File: src/hrbp_pkg.sv
// Shared types and constants for the HTTP request byte parser.
`default_nettype none
package hrbp_pkg;

  // Byte roles
  localparam logic [2:0] ROLE_IGNORED = 3'd0;
  localparam logic [2:0] ROLE_METHOD  = 3'd1;
  localparam logic [2:0] ROLE_TARGET  = 3'd2;
  localparam logic [2:0] ROLE_VERSION = 3'd3;
  localparam logic [2:0] ROLE_NAME    = 3'd4;
  localparam logic [2:0] ROLE_VALUE   = 3'd5;
  localparam logic [2:0] ROLE_BODY    = 3'd6;
  localparam logic [2:0] ROLE_DELIM   = 3'd7;

  // Method codes
  localparam logic [2:0] METH_UNKNOWN     = 3'd0;
  localparam logic [2:0] METH_GET         = 3'd1;
  localparam logic [2:0] METH_HEAD        = 3'd2;
  localparam logic [2:0] METH_POST        = 3'd3;
  localparam logic [2:0] METH_UNSUPPORTED = 3'd4;

  // Parse status codes
  localparam logic [1:0] STAT_BUSY  = 2'd0;
  localparam logic [1:0] STAT_DONE  = 2'd1;
  localparam logic [1:0] STAT_ERROR = 2'd2;

  // Characters
  localparam logic [7:0] CH_HT    = 8'd9;
  localparam logic [7:0] CH_LF    = 8'd10;
  localparam logic [7:0] CH_CR    = 8'd13;
  localparam logic [7:0] CH_SP    = 8'd32;
  localparam logic [7:0] CH_COLON = 8'h3A;
  localparam logic [7:0] CH_DOT   = 8'h2E;
  localparam logic [7:0] CH_SLASH = 8'h2F;

  // Class flags worked out by the front end for one byte
  typedef struct packed {
    logic is_tchar;
    logic is_text;
    logic is_print;
    logic is_digit;
    logic is_sp;
    logic is_cr;
    logic is_lf;
    logic is_colon;
    logic is_dot;
  } hrbp_class_t;

  // One beat as it travels through the queue
  typedef struct packed {
    logic [7:0]  data_byte;
    logic        buffer_last;
    hrbp_class_t cls;
  } hrbp_item_t;

endpackage
`default_nettype wire

File: src/hrbp_front.sv
// Front end: accepts input beats and classifies each byte.
`default_nettype none
module hrbp_front (
  input  wire logic              clk,
  input  wire logic              rst,
  input  wire logic              push,
  input  wire logic [7:0]        data_byte,
  input  wire logic              buffer_last,
  output logic                   full,
  output logic                   q_push,
  output hrbp_pkg::hrbp_item_t   q_item,
  input  wire logic              q_full
);
  import hrbp_pkg::*;

  logic        f_valid;
  logic        load;
  hrbp_item_t  item;
  hrbp_class_t cls_now;

  function automatic hrbp_class_t classify(input logic [7:0] b);
    hrbp_class_t c;
    logic ctrl;
    logic sep;
    ctrl = (b <= 8'd31) || (b == 8'd127);
    case (b)
      8'h28, 8'h29, 8'h3C, 8'h3E, 8'h40, 8'h2C, 8'h3B, 8'h3A, 8'h5C, 8'h22,
      8'h2F, 8'h5B, 8'h5D, 8'h3D, 8'h7B, 8'h7D, 8'h20, 8'h09, 8'h3F: sep = 1'b1;
      default: sep = 1'b0;
    endcase
    c.is_tchar = (b <= 8'd127) && !ctrl && !sep;
    c.is_text  = !ctrl || (b == CH_HT);
    c.is_print = (b >= 8'd32) && (b <= 8'd126);
    c.is_digit = (b >= 8'h30) && (b <= 8'h39);
    c.is_sp    = (b == CH_SP);
    c.is_cr    = (b == CH_CR);
    c.is_lf    = (b == CH_LF);
    c.is_colon = (b == CH_COLON);
    c.is_dot   = (b == CH_DOT);
    return c;
  endfunction

  assign cls_now = classify(data_byte);
  assign full    = f_valid && q_full;
  assign load    = push && !full;
  assign q_push  = f_valid && !q_full;
  assign q_item  = item;

  always_ff @(posedge clk) begin
    if (rst) begin
      f_valid <= 1'b0;
    end else begin
      f_valid <= load || (f_valid && q_full);
    end
    if (load) begin
      item.data_byte   <= data_byte;
      item.buffer_last <= buffer_last;
      item.cls         <= cls_now;
    end
  end

endmodule
`default_nettype wire

File: src/hrbp_queue.sv
// Short FIFO between the classifier and the parse state machine.
`default_nettype none
module hrbp_queue #(
  parameter int DEPTH = 4
) (
  input  wire logic                 clk,
  input  wire logic                 rst,
  input  wire logic                 wr_en,
  input  wire hrbp_pkg::hrbp_item_t wr_item,
  output logic                      q_full,
  input  wire logic                 rd_en,
  output hrbp_pkg::hrbp_item_t      rd_item,
  output logic                      q_empty
);
  import hrbp_pkg::*;

  localparam int PW = (DEPTH > 1) ? $clog2(DEPTH) : 1;
  localparam int CW = $clog2(DEPTH + 1);
  localparam logic [PW-1:0] LAST_PTR = PW'(DEPTH - 1);
  localparam logic [CW-1:0] FULL_CNT = CW'(DEPTH);

  hrbp_item_t      slots [DEPTH];
  logic [PW-1:0]   wr_ptr;
  logic [PW-1:0]   rd_ptr;
  logic [CW-1:0]   count;
  logic            do_wr;
  logic            do_rd;

  assign q_full  = (count == FULL_CNT);
  assign q_empty = (count == '0);
  assign do_wr   = wr_en && !q_full;
  assign do_rd   = rd_en && !q_empty;
  assign rd_item = slots[rd_ptr];

  always_ff @(posedge clk) begin
    if (rst) begin
      wr_ptr <= '0;
      rd_ptr <= '0;
      count  <= '0;
    end else begin
      if (do_wr) begin
        wr_ptr <= (wr_ptr == LAST_PTR) ? '0 : wr_ptr + 1'b1;
      end
      if (do_rd) begin
        rd_ptr <= (rd_ptr == LAST_PTR) ? '0 : rd_ptr + 1'b1;
      end
      if (do_wr && !do_rd) begin
        count <= count + 1'b1;
      end else if (do_rd && !do_wr) begin
        count <= count - 1'b1;
      end
    end
    if (do_wr) begin
      slots[wr_ptr] <= wr_item;
    end
  end

endmodule
`default_nettype wire

File: src/hrbp_back.sv
// Back end: request parse state machine and result register.
`default_nettype none
module hrbp_back (
  input  wire logic                 clk,
  input  wire logic                 rst,
  input  wire hrbp_pkg::hrbp_item_t q_item,
  input  wire logic                 q_empty,
  output logic                      q_pop,
  input  wire logic                 pop,
  output logic                      empty,
  output logic [2:0]                byte_role,
  output logic [2:0]                method_code,
  output logic [1:0]                parse_status,
  output logic                      header_complete,
  output logic [7:0]                byte_out
);
  import hrbp_pkg::*;

  typedef enum logic [4:0] {
    S_LINE_BEGIN, S_METHOD, S_TARGET, S_PROTO_H, S_PROTO_T1, S_PROTO_T2,
    S_PROTO_P, S_PROTO_SLASH, S_MAJOR, S_MINOR, S_LINE_LF, S_NAME_BEGIN,
    S_NAME, S_VALUE, S_VALUE_LF, S_END_LF, S_CONTENT, S_DONE, S_ERROR
  } state_t;

  localparam logic [3:0]  CL_LEN     = 4'd14;
  localparam logic [31:0] WORD_GET   = 32'h0054_4547;
  localparam logic [31:0] WORD_HEAD  = 32'h4441_4548;
  localparam logic [31:0] WORD_POST  = 32'h5453_4F50;

  function automatic logic [7:0] cl_char(input logic [3:0] idx);
    logic [7:0] c;
    case (idx)
      4'd0:  c = 8'h43; // C
      4'd1:  c = 8'h6F; // o
      4'd2:  c = 8'h6E; // n
      4'd3:  c = 8'h74; // t
      4'd4:  c = 8'h65; // e
      4'd5:  c = 8'h6E; // n
      4'd6:  c = 8'h74; // t
      4'd7:  c = 8'h2D; // -
      4'd8:  c = 8'h4C; // L
      4'd9:  c = 8'h65; // e
      4'd10: c = 8'h6E; // n
      4'd11: c = 8'h67; // g
      4'd12: c = 8'h74; // t
      4'd13: c = 8'h68; // h
      default: c = 8'h00;
    endcase
    return c;
  endfunction

  state_t      state, state_next;
  logic [31:0] method_chars, method_chars_next;
  logic [2:0]  method_length, method_length_next;
  logic [2:0]  method_kind, method_kind_next;
  logic [3:0]  name_idx, name_idx_next;
  logic        name_ok, name_ok_next;
  logic        length_seen, length_seen_next;
  logic        out_valid;
  logic        take;
  logic [2:0]  role;
  logic        hdr_done;
  logic [2:0]  decided;
  logic [7:0]  b;
  hrbp_class_t c;

  assign b     = q_item.data_byte;
  assign c     = q_item.cls;
  assign take  = !q_empty && (!out_valid || pop);
  assign q_pop = take;
  assign empty = !out_valid;

  always_comb begin
    if (method_length >= 3'd3 && method_chars[23:0] == WORD_GET[23:0]) begin
      decided = METH_GET;
    end else if (method_length >= 3'd4 && method_chars == WORD_HEAD) begin
      decided = METH_HEAD;
    end else if (method_length >= 3'd4 && method_chars == WORD_POST) begin
      decided = METH_POST;
    end else begin
      decided = METH_UNSUPPORTED;
    end
  end

  always_comb begin
    logic take_m;
    logic take_n;
    logic fresh_n;
    take_m             = 1'b0;
    take_n             = 1'b0;
    fresh_n            = 1'b0;
    state_next         = S_ERROR;
    role               = ROLE_IGNORED;
    hdr_done           = 1'b0;
    method_chars_next  = method_chars;
    method_length_next = method_length;
    method_kind_next   = method_kind;
    name_idx_next      = name_idx;
    name_ok_next       = name_ok;
    length_seen_next   = length_seen;
    case (state)
      S_LINE_BEGIN: begin
        if (c.is_tchar) begin
          take_m = 1'b1; role = ROLE_METHOD; state_next = S_METHOD;
        end
      end
      S_METHOD: begin
        if (c.is_sp) begin
          method_kind_next = decided; role = ROLE_DELIM; state_next = S_TARGET;
        end else if (c.is_tchar) begin
          take_m = 1'b1; role = ROLE_METHOD; state_next = S_METHOD;
        end
      end
      S_TARGET: begin
        if (c.is_sp) begin
          role = ROLE_DELIM; state_next = S_PROTO_H;
        end else if (c.is_print) begin
          role = ROLE_TARGET; state_next = S_TARGET;
        end
      end
      S_PROTO_H: begin
        if (b == 8'h48) begin
          role = ROLE_VERSION; state_next = S_PROTO_T1;
        end
      end
      S_PROTO_T1: begin
        if (b == 8'h54) begin
          role = ROLE_VERSION; state_next = S_PROTO_T2;
        end
      end
      S_PROTO_T2: begin
        if (b == 8'h54) begin
          role = ROLE_VERSION; state_next = S_PROTO_P;
        end
      end
      S_PROTO_P: begin
        if (b == 8'h50) begin
          role = ROLE_VERSION; state_next = S_PROTO_SLASH;
        end
      end
      S_PROTO_SLASH: begin
        if (b == CH_SLASH) begin
          role = ROLE_VERSION; state_next = S_MAJOR;
        end
      end
      S_MAJOR: begin
        if (c.is_digit) begin
          role = ROLE_VERSION; state_next = S_MAJOR;
        end else if (c.is_dot) begin
          role = ROLE_VERSION; state_next = S_MINOR;
        end
      end
      S_MINOR: begin
        if (c.is_digit || c.is_dot) begin
          role = ROLE_VERSION; state_next = S_MINOR;
        end else if (c.is_cr) begin
          role = ROLE_DELIM; state_next = S_LINE_LF;
        end
      end
      S_LINE_LF: begin
        if (c.is_lf) begin
          role = ROLE_DELIM; state_next = S_NAME_BEGIN;
        end
      end
      S_NAME_BEGIN: begin
        if (c.is_tchar) begin
          fresh_n = 1'b1; role = ROLE_NAME; state_next = S_NAME;
        end else if (c.is_cr) begin
          role = ROLE_DELIM; state_next = S_END_LF;
        end
      end
      S_NAME: begin
        if (c.is_tchar) begin
          take_n = 1'b1; role = ROLE_NAME; state_next = S_NAME;
        end else if (c.is_colon) begin
          role = ROLE_DELIM; state_next = S_VALUE;
        end
      end
      S_VALUE: begin
        if (c.is_cr) begin
          role = ROLE_DELIM; state_next = S_VALUE_LF;
        end else if (c.is_text) begin
          role = ROLE_VALUE; state_next = S_VALUE;
        end
      end
      S_VALUE_LF: begin
        if (c.is_lf) begin
          if (name_ok && name_idx == CL_LEN) begin
            length_seen_next = 1'b1;
          end
          hdr_done = 1'b1; role = ROLE_DELIM; state_next = S_NAME_BEGIN;
        end
      end
      S_END_LF: begin
        if (c.is_lf) begin
          if (method_kind == METH_GET || method_kind == METH_HEAD) begin
            role = ROLE_DELIM; state_next = S_DONE;
          end else if (method_kind == METH_POST && length_seen) begin
            role = ROLE_DELIM; state_next = S_CONTENT;
          end
        end
      end
      S_CONTENT: begin
        role       = ROLE_BODY;
        state_next = q_item.buffer_last ? S_DONE : S_CONTENT;
      end
      S_DONE: begin
        state_next = S_DONE;
      end
      default: begin
        state_next = S_ERROR;
      end
    endcase

    if (take_m) begin
      case (method_length)
        3'd0: method_chars_next[7:0]   = b;
        3'd1: method_chars_next[15:8]  = b;
        3'd2: method_chars_next[23:16] = b;
        3'd3: method_chars_next[31:24] = b;
        default: method_chars_next = method_chars;
      endcase
      if (method_length != 3'd7) begin
        method_length_next = method_length + 3'd1;
      end
    end

    // A new header name restarts the Content-Length match
    if (fresh_n) begin
      name_idx_next = (b == cl_char(4'd0)) ? 4'd1 : 4'd0;
      name_ok_next  = (b == cl_char(4'd0));
    end else if (take_n) begin
      if (name_ok && name_idx < CL_LEN && b == cl_char(name_idx)) begin
        name_idx_next = name_idx + 4'd1;
      end else begin
        name_ok_next = 1'b0;
      end
    end

    if (state_next == S_ERROR) begin
      role     = ROLE_IGNORED;
      hdr_done = 1'b0;
    end
  end

  always_ff @(posedge clk) begin
    if (rst) begin
      state         <= S_LINE_BEGIN;
      method_chars  <= '0;
      method_length <= '0;
      method_kind   <= METH_UNKNOWN;
      name_idx      <= '0;
      name_ok       <= 1'b1;
      length_seen   <= 1'b0;
      out_valid     <= 1'b0;
    end else begin
      if (take) begin
        state         <= state_next;
        method_chars  <= method_chars_next;
        method_length <= method_length_next;
        method_kind   <= method_kind_next;
        name_idx      <= name_idx_next;
        name_ok       <= name_ok_next;
        length_seen   <= length_seen_next;
        out_valid     <= 1'b1;
      end else if (pop) begin
        out_valid <= 1'b0;
      end
    end
    if (take) begin
      byte_role       <= role;
      method_code     <= method_kind_next;
      header_complete <= hdr_done;
      byte_out        <= b;
      if (state_next == S_DONE) begin
        parse_status <= STAT_DONE;
      end else if (state_next == S_ERROR) begin
        parse_status <= STAT_ERROR;
      end else begin
        parse_status <= STAT_BUSY;
      end
    end
  end

endmodule
`default_nettype wire

File: src/http_request_byte_parser.sv
// Top level of the HTTP/1.1 request byte parser.
//
//   channel  | handshake          | beat payload
//   ---------+--------------------+------------------------------------------
//   input    | push / full        | data_byte[7:0], buffer_last
//   result   | pop / empty        | byte_role[2:0], method_code[2:0],
//            |                    | parse_status[1:0], header_complete,
//            |                    | byte_out[7:0]
//
// One result beat per input beat, one beat per cycle sustained while the result side keeps popping.
// With no stalls, an accepted beat passes the classify register, a queue slot
// and then the state machine's result register before its result is visible.
// The state machine walks request line, headers and body one byte a cycle while
// it is not stalled; its single next-state decision per byte sets the rate.
// rst is synchronous: queue and classify register empty, parser back at the request line start.
// A stalled result side fills the result register, then the queue
// (QUEUE_DEPTH beats), then the classify register before full rises.
`default_nettype none
module http_request_byte_parser #(
  parameter int QUEUE_DEPTH = 4
) (
  input  wire logic       clk,
  input  wire logic       rst,
  input  wire logic       push,
  output logic            full,
  input  wire logic [7:0] data_byte,
  input  wire logic       buffer_last,
  input  wire logic       pop,
  output logic            empty,
  output logic [2:0]      byte_role,
  output logic [2:0]      method_code,
  output logic [1:0]      parse_status,
  output logic            header_complete,
  output logic [7:0]      byte_out
);
  import hrbp_pkg::*;

  logic       q_wr;
  logic       q_full;
  logic       q_rd;
  logic       q_empty;
  hrbp_item_t q_in;
  hrbp_item_t q_out;

  // Classify bytes on the way in
  hrbp_front u_front (
    .clk         (clk),
    .rst         (rst),
    .push        (push),
    .data_byte   (data_byte),
    .buffer_last (buffer_last),
    .full        (full),
    .q_push      (q_wr),
    .q_item      (q_in),
    .q_full      (q_full)
  );

  // Decouples classification from parsing
  hrbp_queue #(
    .DEPTH (QUEUE_DEPTH)
  ) u_queue (
    .clk     (clk),
    .rst     (rst),
    .wr_en   (q_wr),
    .wr_item (q_in),
    .q_full  (q_full),
    .rd_en   (q_rd),
    .rd_item (q_out),
    .q_empty (q_empty)
  );

  // Parse state machine and result register
  hrbp_back u_back (
    .clk             (clk),
    .rst             (rst),
    .q_item          (q_out),
    .q_empty         (q_empty),
    .q_pop           (q_rd),
    .pop             (pop),
    .empty           (empty),
    .byte_role       (byte_role),
    .method_code     (method_code),
    .parse_status    (parse_status),
    .header_complete (header_complete),
    .byte_out        (byte_out)
  );

endmodule
`default_nettype wire

File: config.mk
export PLATFORM = sky130hd
export DESIGN_NAME = http_request_byte_parser
export DESIGN_NICKNAME = d
export VERILOG_FILES = /design/src/hrbp_pkg.sv /design/src/hrbp_front.sv /design/src/hrbp_queue.sv /design/src/hrbp_back.sv /design/src/http_request_byte_parser.sv
export SDC_FILE = /design/constraint.sdc
export NUM_CORES = 1
export LEC_CHECK = 0
export ABC_AREA = 0
export BUFFER_PORTS_ARGS = -buffer_cell sky130_fd_sc_hd__buf_4
export CORE_ASPECT_RATIO = 1.75
export CORE_MARGIN = 2
export CORE_UTILIZATION = 45
export CTS_CLUSTER_DIAMETER = 40
export CTS_CLUSTER_SIZE = 24
export DETAILED_ROUTE_END_ITERATION = 12
export GPL_TIMING_DRIVEN = 0
export HOLD_SLACK_MARGIN = 0.08
export PLACE_DENSITY = 0.73
export REMOVE_ABC_BUFFERS = 1
export SLEW_MARGIN = 20
export SYNTH_ARGS = -nofsm -noshare
export SYNTH_HDL_FRONTEND = slang
export SYNTH_HIERARCHICAL = 1
export SYNTH_SLANG_ARGS = --single-unit
File: constraint.sdc
create_clock -name clk -period 4.8 [get_ports clk]
set_input_delay 0.72 -clock clk [delete_from_list [all_inputs] [get_ports clk]]
set_output_delay 0.72 -clock clk [all_outputs]
set_load 0.01 [all_outputs]
==> impl_metrics.ini <==
[synthesis]
synth_edf_count = 107
synth.avg_cell_area_um2 = 11.6
synth_top_family_by_area = simple AND/OR/NAND/NOR gates
synth_largest_area_cell = edfxtp_1
synth-seq-cells = 174
ys_warn_count = 6
synth_area_mm2 = 0.00816
synthDistinctLibCells = 84
synth_flop_cell = edfxtp_1
synth_xor_area_frac = 0.0140
async_reset_ff_frac = 0
netlist_instances = 705
synth_mux_area_frac = 0.0641
synth_top_area_frac = 0.394
synthAdderAreaFrac = 0.0331
synth_area_leaders = edfxtp_1, dfxtp_1, mux4_2, nand3_1, a21oi_1
synth_compound_area_frac = 0.101
synth_simple_gate_area_frac = 0.182
ys_seq_area_frac = 0.558

[final_layout]
regArea_mm2 = 0.00456
final_cell_mix = edfxtp_1, dfxtp_1, nand2_1, nand3_1, a21oi_1
final_common_cell = edfxtp_1
antenna_cells = 0
drive_gt1_frac = 0.158
multi_input_area_mm2 = 0.00323
num-fill-cells = 1624
syn_to_final_growth_pct = 10.3
nNetsFinal = 743

[place]
hpwlAfterDp_um = 11500
port_buffers = 31
place_congestion = 0.914

[cts]
cts.repair.resized = 0
cts_made_buffers = 17
postCtsSetupBuffers = 0
tritoncts = built
clock_latency_ps = 440
cts.sinks = 174
htree_levels = 4
cts_root_buf = clkbuf_16
postCtsHoldBufs = 0
clkTransAtPathRegs_ps = 60
cts_buffer_depth = 2

[power]
combPwrFrac = 0.278
p_sw_frac = 0.351
p_seq_frac = 0.437
power.density_mw_per_mm2 = 529
fin_total_pwr_mw = 4.76
vdd_drop_max_mv = 0.351
power.internal_mw = 3.09
switchingPower_mw = 1.67
p_leak_nw = 3.06
power.share.clock = 0.285

[sta]
rsz0062_at_grt = no
worst_slew_pin_slew_ps = 1070
fin_crit_ps = 4470
slew_viol_final = 0
fin_crit_sh = 0.931
clock_skew_ps = 14.0
setup_viol = 0
hold_violations = 0
slew_headroom = 0.285
fmax_mhz = 224
fin_hold_ws_ps = 456

[critical_path]
crit_path_start_kind = flop
cp.arrival_ps = 4770
r2r_cells = 11
cp-end-kind = flop
path_class = flop to flop
r2r_slack_ps = 330
required_ps = 5100
cp_max_fo = 18

[global_routing]
grt_max_degree = 64
grt_pass1_vias = 5418
overflow = 0
antenna_found_initial = 0
track_usage = 0.180
grt_pass1_wl_um = 27000

[die]
core_mm2 = 0.0179
die_w_um = 106
die-area_mm2 = 0.0193
die_y_um = 182
num_io_pins = 32
rows = 65
start_util = 0.456

[worst_hold_path]
hold_path_depth = 2
hold_class = flop to flop

[drt]
totalWireLength_um = 16900
avgViaCountPerCell = 5.80
wl_per_cell_um = 17.7
drc = 0
dr.pass1.iters = 5
dr_total_vias = 5549
first_iter_violations = 293
ant_nets = 0

[job]
max_cap_violations = 0

[run_status]
status = finished, final reports clean
## layout make-up
cell class,count,area share
Clock buffer,17,0.0473
Clock inverter,15,0.0171
Inverter,23,0.0117
Multi-Input combinational cell,461,0.358
Sequential cell,174,0.506
Tap cell,234,0.0325
Timing Repair Buffer,32,0.0271
## worst max-delay path, cell delays in order, from the launching register on
cell,delay [ps]
dfxtp_2,740
mux4_2,820
xnor2_1,280
nand4_1,150
nor3_2,460
o21bai_1,130
a22oi_1,560
nor2_1,200
ha_1,400
inv_1,80
a222oi_1,370
nand3_1,140
## cells in the mapped netlist, drive strengths merged (10+ instances only)
cell and instances:
buf 12, clkbuf 35, nor2 39, inv 21, nand4 11, and3 10
edfxtp 107, nand2 64, nand3 56, o21ai 17, nor2b 10, a21oi 54
dfxtp 67, ha 20, nor3 17, mux4 18
## sequential cells by signal, summed over array words and instances (netlist names), 2 cells and up, named ones only
name / cells
u_queue/slots: 72
u_back/byte_out: 8
u_queue/wr_ptr: 2
u_back/method_kind: 3
u_back/parse_status: 2
u_back/method_length: 3
u_queue/count: 3
u_back/state: 5
u_queue/rd_ptr: 2
u_back/byte_role: 3
u_back/method_code: 3
u_back/name_idx: 4
u_back/method_chars: 32
u_front/q_item: 18
## layer usage
metal	up-vias	part of all wire	global-route usage
li1	2658	-	-
met1	2693	0.37	0.185
met4	0	0.032	0.0958
met3	35	0.034	0.0282
met2	163	0.56	0.345
met5	-	0	0
## worst min path at each step
stage	start	endpoint	slack, ps
final	u_back/method_chars[10]	u_back/method_chars[10]	460
after global routing	buffer_last	u_front/q_item[9]	450
after CTS	buffer_last	u_front/q_item[9]	450
after detailed placement	u_back/method_chars[10]	u_back/method_chars[10]	450
after global placement	u_back/method_chars[6]	u_back/method_chars[6]	440
after floorplan	u_back/method_chars[10]	u_back/method_chars[10]	430
## metrics by stage
stage	setup TNS [ps]	setup slack [ps]	cells	instance area, um^2	utilization
floorplan	0	740	658	7880	-
global placement	-6520	-256	923	8400	0.470
detailed placement	0	377	924	8420	0.471
CTS	0	352	956	9000	0.503
global route	0	38.6	956	9000	0.503
finish	0	330	956	9000	0.503
## power groups by stage
stage | clock, mW | sequential (mW) | combinational, mW
after detailed placement | 0 | 2.11 | 1.31
after global routing | 1.44 | 2.11 | 1.43
after floorplan | 0 | 2.08 | 0.862
after CTS | 1.38 | 2.08 | 1.32
final | 1.36 | 2.08 | 1.33
after global placement | 0 | 2.11 | 1.29
## kinds of logic (layout without fill, tap and decap cells)
group | count (synthesis) | after routing
AOI/OAI and AO/OA | 127 | 127
DFF | 174 | 174
xor gates and xnor gates | 13 | 13
buffers and inverters | 70 | 87
adders and majority gates | 21 | 21
muxes | 29 | 29
and+or+nand+nor | 271 | 271
Note: power is estimated with default switching activity, not from simulation.
